<file path="src/rtl/core/prc_pkg.sv">
// shared types, widths and constants of the point rotation pipeline
// no dependencies; used by the channel interfaces, the cordic stage and the top level
`default_nettype none

package prc_pkg;

   localparam int COORD_W             = 24;
   localparam int ANGLE_W             = 17;
   localparam int DIFF_W              = COORD_W + 1;
   localparam int ROTATION_ITERATIONS = 16;
   localparam int ATAN_ENTRIES        = 24;
   localparam int CORDIC_STAGES       = (ROTATION_ITERATIONS > ATAN_ENTRIES) ?
                                        ATAN_ENTRIES : ROTATION_ITERATIONS;

   // angle units are 1/128 degree
   localparam int TURN_UNITS    = 46080;
   localparam int QUARTER_UNITS = 11520;
   localparam int EIGHTH_UNITS  = 5760;
   localparam int ANGLE_SHIFT   = 15;
   localparam int WRAP_W        = 16;
   localparam int RES_W         = 14;
   localparam int Z_W           = 30;

   // trig values in q2.30
   localparam int TRIG_W       = 32;
   localparam int TRIG_FRAC    = 30;
   localparam int CORDIC_GAIN  = 652032874;
   localparam int TRIG_ONE     = 1 << TRIG_FRAC;

   localparam int PROD_W  = DIFF_W + TRIG_W;
   localparam int SUM_W   = PROD_W + 1;
   localparam int ROUND_W = SUM_W - TRIG_FRAC;
   localparam int OUT_W   = ROUND_W + 1;

   typedef logic signed [COORD_W-1:0] coord_type;
   typedef logic signed [DIFF_W-1:0]  diff_type;
   typedef logic signed [TRIG_W-1:0]  trig_type;

   typedef struct packed {
      diff_type   dx;
      diff_type   dy;
      coord_type  cx;
      coord_type  cy;
      logic [1:0] quad;
   } prc_side_type;

   // atan(2^-i) in degrees * 2^22
   function automatic logic signed [Z_W-1:0] atan_value(input int idx);
      logic signed [Z_W-1:0] val;
      unique case (idx)
         0:  val = Z_W'(188743680);
         1:  val = Z_W'(111421900);
         2:  val = Z_W'(58872272);
         3:  val = Z_W'(29884485);
         4:  val = Z_W'(15000234);
         5:  val = Z_W'(7507429);
         6:  val = Z_W'(3754631);
         7:  val = Z_W'(1877430);
         8:  val = Z_W'(938729);
         9:  val = Z_W'(469366);
         10: val = Z_W'(234683);
         11: val = Z_W'(117342);
         12: val = Z_W'(58671);
         13: val = Z_W'(29335);
         14: val = Z_W'(14668);
         15: val = Z_W'(7334);
         16: val = Z_W'(3667);
         17: val = Z_W'(1833);
         18: val = Z_W'(917);
         19: val = Z_W'(458);
         20: val = Z_W'(229);
         21: val = Z_W'(115);
         22: val = Z_W'(57);
         23: val = Z_W'(29);
         default: val = '0;
      endcase
      return val;
   endfunction

endpackage

`default_nettype wire

</file>
<file path="src/rtl/core/prc_cordic.sv">
// pipelined cordic in rotation mode, one micro-rotation per register stage
// depends on prc_pkg for widths and the arctangent table
`default_nettype none

module prc_cordic (
   input  logic                               clock,
   input  logic                               enable,
   input  logic signed [prc_pkg::RES_W-1:0]   residual,
   output logic signed [prc_pkg::TRIG_W-1:0]  cos_out,
   output logic signed [prc_pkg::TRIG_W-1:0]  sin_out
);
   import prc_pkg::*;

   trig_type               x_src  [CORDIC_STAGES];
   trig_type               y_src  [CORDIC_STAGES];
   logic signed [Z_W-1:0]  z_src  [CORDIC_STAGES];
   logic                   zero_src [CORDIC_STAGES];

   trig_type               x_in   [CORDIC_STAGES];
   trig_type               y_in   [CORDIC_STAGES];
   logic signed [Z_W-1:0]  z_in   [CORDIC_STAGES];

   trig_type               x_ff   [CORDIC_STAGES];
   trig_type               y_ff   [CORDIC_STAGES];
   logic signed [Z_W-1:0]  z_ff   [CORDIC_STAGES];
   logic                   zero_ff [CORDIC_STAGES];

   always_comb begin
      x_src[0]    = TRIG_W'(CORDIC_GAIN);
      y_src[0]    = '0;
      z_src[0]    = {{(Z_W-RES_W-ANGLE_SHIFT){residual[RES_W-1]}}, residual,
                     {ANGLE_SHIFT{1'b0}}};
      zero_src[0] = (residual == '0);
      for (int i = 1; i < CORDIC_STAGES; i++) begin
         x_src[i]    = x_ff[i-1];
         y_src[i]    = y_ff[i-1];
         z_src[i]    = z_ff[i-1];
         zero_src[i] = zero_ff[i-1];
      end
      for (int i = 0; i < CORDIC_STAGES; i++) begin
         // rotate toward the remaining angle
         if (!z_src[i][Z_W-1]) begin
            x_in[i] = x_src[i] - (y_src[i] >>> i);
            y_in[i] = y_src[i] + (x_src[i] >>> i);
            z_in[i] = z_src[i] - atan_value(i);
         end else begin
            x_in[i] = x_src[i] + (y_src[i] >>> i);
            y_in[i] = y_src[i] - (x_src[i] >>> i);
            z_in[i] = z_src[i] + atan_value(i);
         end
      end
   end

   always_ff @(posedge clock) begin
      if (enable) begin
         for (int i = 0; i < CORDIC_STAGES; i++) begin
            x_ff[i]    <= x_in[i];
            y_ff[i]    <= y_in[i];
            z_ff[i]    <= z_in[i];
            zero_ff[i] <= zero_src[i];
         end
      end
   end

   // zero residual gives exact unit cosine
   assign cos_out = zero_ff[CORDIC_STAGES-1] ? TRIG_W'(TRIG_ONE) : x_ff[CORDIC_STAGES-1];
   assign sin_out = zero_ff[CORDIC_STAGES-1] ? '0 : y_ff[CORDIC_STAGES-1];

endmodule

`default_nettype wire

</file>
<file path="config.mk">
export PLATFORM = sky130hd
export DESIGN_NAME = prc_cordic
export DESIGN_NICKNAME = d
export VERILOG_FILES = /design/src/rtl/core/prc_pkg.sv /design/src/rtl/core/prc_cordic.sv
export SDC_FILE = /design/constraint.sdc
export NUM_CORES = 2
export LEC_CHECK = 0
export BUFFER_PORTS_ARGS = -buffer_cell sky130_fd_sc_hd__buf_2
export CAP_MARGIN = 20
export CORE_MARGIN = 4
export CORE_UTILIZATION = 55
export DETAILED_ROUTE_END_ITERATION = 10
export PLACE_DENSITY = 0.71
export SLEW_MARGIN = 20
export SYNTH_ARGS = -nofsm -noshare
export SYNTH_HDL_FRONTEND = slang
export SYNTH_SLANG_ARGS = --single-unit
export TNS_END_PERCENT = 30
</file>
<file path="constraint.sdc">
create_clock -name clock -period 5.75 [get_ports clock]
set_input_delay 0 -clock clock [delete_from_list [all_inputs] [get_ports clock]]
set_output_delay 0 -clock clock [all_outputs]
set_load 0.03 [all_outputs]
</file>
== After elaboration in Yosys (flattened, before gate mapping) ==
Memories as Yosys holds them, arrays and structs flattened.
Cells that the tools add are included.
Word-level totals
  register bits: 0
  RAM bits: 1520
  input bits: 16
  output and inout port bits: 64
  word-level logic and storage cells: 180
  memories: 4
Cells by class
  add/subtract/negate cells: 92
  multiplexer cells: 83
  reductions and logical operators: 1
Memory list
  x_ff: words 16, bits a word 32, read ports 16, clocked after Yosys merged registers in 0, wr ports 16, RTL line prc_cordic.sv:23  | trig_type x_ff [CORDIC_STAGES];
  y_ff: words 16, bits a word 32, read ports 16, clocked after Yosys merged registers in 0, wr ports 16, RTL line prc_cordic.sv:24  | trig_type y_ff [CORDIC_STAGES];
  z_ff: words 16, bits a word 30, read ports 15, clocked after Yosys merged registers in 0, wr ports 16, RTL line prc_cordic.sv:25  | logic signed [Z_W-1:0] z_ff [CORDIC_STAGES];
  zero_ff: words 16, bits a word 1, read ports 16, clocked after Yosys merged registers in 0, wr ports 16, RTL line prc_cordic.sv:26  | logic zero_ff [CORDIC_STAGES];
Operators with widths (count)
  $mux W30: 48
  $mux W32: 33
  $add A30 B30 Y30: 15
  $sub A30 B30 Y30: 15
  $add A32 B17 Y32: 2
  $add A32 B18 Y32: 2
  $add A32 B19 Y32: 2
  $add A32 B20 Y32: 2
  $add A32 B21 Y32: 2
  $add A32 B22 Y32: 2
  $add A32 B23 Y32: 2
  $add A32 B24 Y32: 2
  $add A32 B25 Y32: 2
  $add A32 B26 Y32: 2
  $add A32 B27 Y32: 2
  $add A32 B28 Y32: 2
  $add A32 B29 Y32: 2
  $add A32 B30 Y32: 2
  $add A32 B31 Y32: 2
  $sub A32 B17 Y32: 2
  $sub A32 B18 Y32: 2
  $sub A32 B19 Y32: 2
  $sub A32 B20 Y32: 2
  $sub A32 B21 Y32: 2
  other kinds (14): 25

== Depth between registers and ports, before layout ==
An unclocked memory read counts as a cell.
  depth after elaboration: 4
  depth in mapped cells: 21
  depth with buffers taken out: 21

== Least setup slack after synthesis ==
OpenSTA, ideal clock, no wires.
  path type: reg-to-reg
  start point: mem x_ff[1][208] (netlist name)
  end point: mem y_ff[1][252] (netlist name), data pin
  library setup time: 137 ps
  arrival time: 4390 ps
  data required time: 5613 ps
  path slack: 1223 ps
  cell stages (with the launch flop): 18
  buffers on the path: 0
  period minus slack after synthesis: 4527 ps
  cell sequence: edfxtp_1 -> or4_1 -> or4_1 -> nor4_1 -> a21oi_1 -> xnor2_1 -> ha_1 -> a21o_1 -> a21o_1 -> a21o_1 -> a21oi_1 -> o211ai_1 -> a21o_1 -> a41oi_1 -> o21a_1 -> o21ai_0 -> or4_1 -> nand4_1
RTL lines (RTL line)
  start: declaration: prc_cordic.sv:23
  end: declaration: prc_cordic.sv:24

==> impl_metrics.json <==
{
  "status": "complete, no violations",
  "cts_setup_buffers": 0,
  "synth_edf_count": 1328,
  "reg2reg_depth": 16,
  "synth_top_family_by_area": "compound AO/OA/AOI/OAI gates",
  "worst_pin_slew_ps": 1250,
  "path_max_fanout": 6,
  "synth_top_area_frac": 0.352,
  "hold_violations": 0,
  "fin_hold_ws_ps": 109,
  "grt_max_degree": 198,
  "clk_pin_slew_ps": 60,
  "nNetsFinal": 13400,
  "cp.required_ps": 6320,
  "yosysWarningCount": 0,
  "path_delay_family": "simple AND/OR/NAND/NOR gates",
  "r2r_start": "y_ff[0][103]",
  "yosysSeqAreaShare": 0.352,
  "cts_root_buf": "clkbuf_16",
  "num-fill-cells": 17100,
  "slowest_stage": "a2111oi_0",
  "r2r_setup_slack_ps": 440,
  "synth_xor_area_frac": 0.129,
  "cts.htree.levels": 4,
  "ioPinCount": 80,
  "hold_class": "in2reg",
  "cts_tree": "built",
  "multi_input_area_um2": 70600,
  "overflow": 0,
  "synth.cell_area_um2": 113000,
  "yosysTopAreaCell": "edfxtp_1",
  "port_buffers": 79,
  "clkLatencyLatePin_ps": 830,
  "slew_headroom": 0.166,
  "initial_core_util": 0.553,
  "vias": 89700,
  "cts_buffers": 156,
  "min_period_over_period": 0.923,
  "die_y_um": 462,
  "end_kind": "flip-flop",
  "rsz0062_at_grt": "no",
  "avgSynthCellArea_um2": 9.61,
  "timing.fmax_mhz": 188,
  "syn_nets": 13200,
  "grt_pass1_vias": 85600,
  "hold_buffers": 27,
  "cp_num_cells": 16,
  "synthCells": 11800,
  "r2r_end": "x_ff[0][158]",
  "die_w_um": 462,
  "area_delta_synth_final_pct": 8.26,
  "crit_chain": "nor3_1 > nand2b_1 > nor3_1 > nor4b_2 > nor3b_1 > a21oi_1 > xnor2_1 > ha_1 > nand3_1 > a2111oi_0 > o41ai_2 > o221ai_1 > o31a_1 > a21o_1 > a21oi_1 > xnor2_1",
  "grt_pass1_wl_um": 461000,
  "regArea_um2": 39900,
  "synthFlopType": "edfxtp_1",
  "final_util": 0.599,
  "dieArea_um2": 213000,
  "cp-endpoint": "x_ff[0][158]",
  "setup_viol": 0,
  "via_per_inst": 6.08,
  "muxShareOfSynthArea": 0.00884,
  "drc": 0,
  "path_buf_inv": 0,
  "min_period_ps": 5310,
  "synthArstFlopShare": 0,
  "antenna_left": 0,
  "cap_viol_max_count": 0,
  "antenna_found_initial": 5,
  "detail_route.wl_per_cell_um": 19.7,
  "tns_ps": 0,
  "min_path_cells": 3,
  "synthAdderAreaFrac": 0.160,
  "dp_hpwl_um": 230000,
  "clock_skew_ps": 23.0,
  "ys_types": 98,
  "core_um2": 205000,
  "clock_path_buffers": 3,
  "post_cts_resized": 0,
  "yosys_register_bits": 1328,
  "criticalPathCategory": "reg2reg",
  "worstSetupStartpoint": "y_ff[0][103]",
  "grtUsageTotal": 0.267,
  "synthTopCellsByArea": "edfxtp_1, ha_1, xnor2_1",
  "first_pass_iters": 6,
  "slowest_delay_ps": 810,
  "routed_wirelength_um": 290000,
  "clock-sinks": 1328,
  "drv_slew": 0,
  "cp-start-kind": "flip-flop",
  "arrival_ps": 5880,
  "place_congestion": 0.965,
  "drtIter0Drc": 6896,
  "synth-simple-area-share": 0.131,
  "floorplan.rows": 166,
  "synth_compound_area_frac": 0.196,
  "drive_above_1_share": 0.0448
}
cells in the mapped netlist (all sizes together), types with 132 or more instances:
cell type  count
ha          1373
edfxtp      1328
a21oi       1324
xnor2       1070
nor2        1008
nand2        596
xor2         594
a21o         546
o21ai        543
inv          528
nor3         327
nor2b        222
o21a         198
nand3        162
nand2b       157
o21bai       146
clkbuf       132
registers in the layout (all words and copies together) (netlist names):
name / cells
zero_ff: 16
x_ff: 456
z_ff: 375
y_ff: 481
cell families (layout without fill, tap and decap cells):
logic type,Yosys count,after routing
adders and majority gates,1418,1418
muxes,94,94
AOI/OAI and AO/OA,3515,3515
buffers and inverters,700,1007
other,0,3
and+or+nand+nor,3051,3051
xor gates and xnor gates,1664,1664
DFF,1328,1328
worst reg2reg max path, delay by kind of cell (launching register included):
| family | cells | cell delay, ps |
|---|---|---|
| adders and majority gates | 1 | 390 |
| and+or+nand+nor | 6 | 1960 |
| xor gates and xnor gates | 2 | 300 |
| DFF | 1 | 470 |
| AOI/OAI and AO/OA | 7 | 1940 |
routing by layer:
| metal | GRT usage | wire [um] | up-vias |
|---|---|---|---|
| met1 | 0.374 | 133000 | 42700 |
| met5 | 0 | 13 | - |
| met2 | 0.434 | 131000 | 2586 |
| li1 | - | - | 44000 |
| met3 | 0.0305 | 16800 | 468 |
| met4 | 0.0836 | 9100 | 2 |
stage by stage:
| step | cells | worst slack (ps) | area (um2) |
|---|---|---|---|
| 2_1_floorplan | 11800 | 1220 | 113000 |
| 3_3_place_gp | 14500 | -224 | 117000 |
| 3_5_place_dp | 14500 | 609 | 117000 |
| 4_1_cts | 14800 | 613 | 122000 |
| 5_1_grt | 14800 | 118 | 122000 |
| 6_report | 14800 | 441 | 122000 |
layout make-up:
class / instances / area share
multi-input combinational: 9742 / 0.577
sequential: 1328 / 0.326
clock buffer: 186 / 0.0333
tap: 2688 / 0.0275
inverter: 532 / 0.0163
timing repair buffer: 197 / 0.0118
clock inverter: 92 / 0.00884
antenna: 3 / 0.0000613
cell usage in the layout, fill, tap and decap left out, types with 43 or more instances in the layout:
cell | synthesis | routed
a31oi_1 | 121 | 121
a21oi_1 | 1322 | 1322
xor2_1 | 594 | 594
a21boi_0 | 57 | 57
mux2_2 | 43 | 43
fa_1 | 45 | 45
nand4_1 | 81 | 81
nand3_1 | 162 | 162
buf_2 | 0 | 78
xnor2_1 | 1070 | 1070
nor2_1 | 1008 | 1008
nand2_1 | 596 | 596
o21a_1 | 198 | 198
nor3_1 | 326 | 326
and2_1 | 56 | 56
buf_4 | 1 | 84
edfxtp_1 | 1328 | 1328
inv_1 | 527 | 527
o21bai_1 | 146 | 146
o31ai_1 | 63 | 63
nand2b_1 | 157 | 157
o211ai_1 | 56 | 56
mux2i_1 | 50 | 50
and3_1 | 94 | 94
a211oi_1 | 111 | 111
ha_1 | 1373 | 1373
a21o_1 | 545 | 545
nor4_1 | 77 | 77
nor2b_1 | 222 | 222
clkbuf_16 | 0 | 159
o21ai_0 | 538 | 538
or3_1 | 75 | 75
worst min path at each step:
stage	from	end	slack (ps)
after global routing	residual[8]	z_ff[0][23]	130
final	residual[7]	z_ff[0][23]	110
after floorplan	residual[13]	y_ff[0][31]	100
after detailed placement	residual[0]	z_ff[0][15]	200
after CTS	residual[7]	z_ff[0][23]	40
after global placement	residual[5]	z_ff[0][20]	190
Power is not shown: default switching activity piles up to over one toggle a cycle in this logic, so the estimate is an artifact.
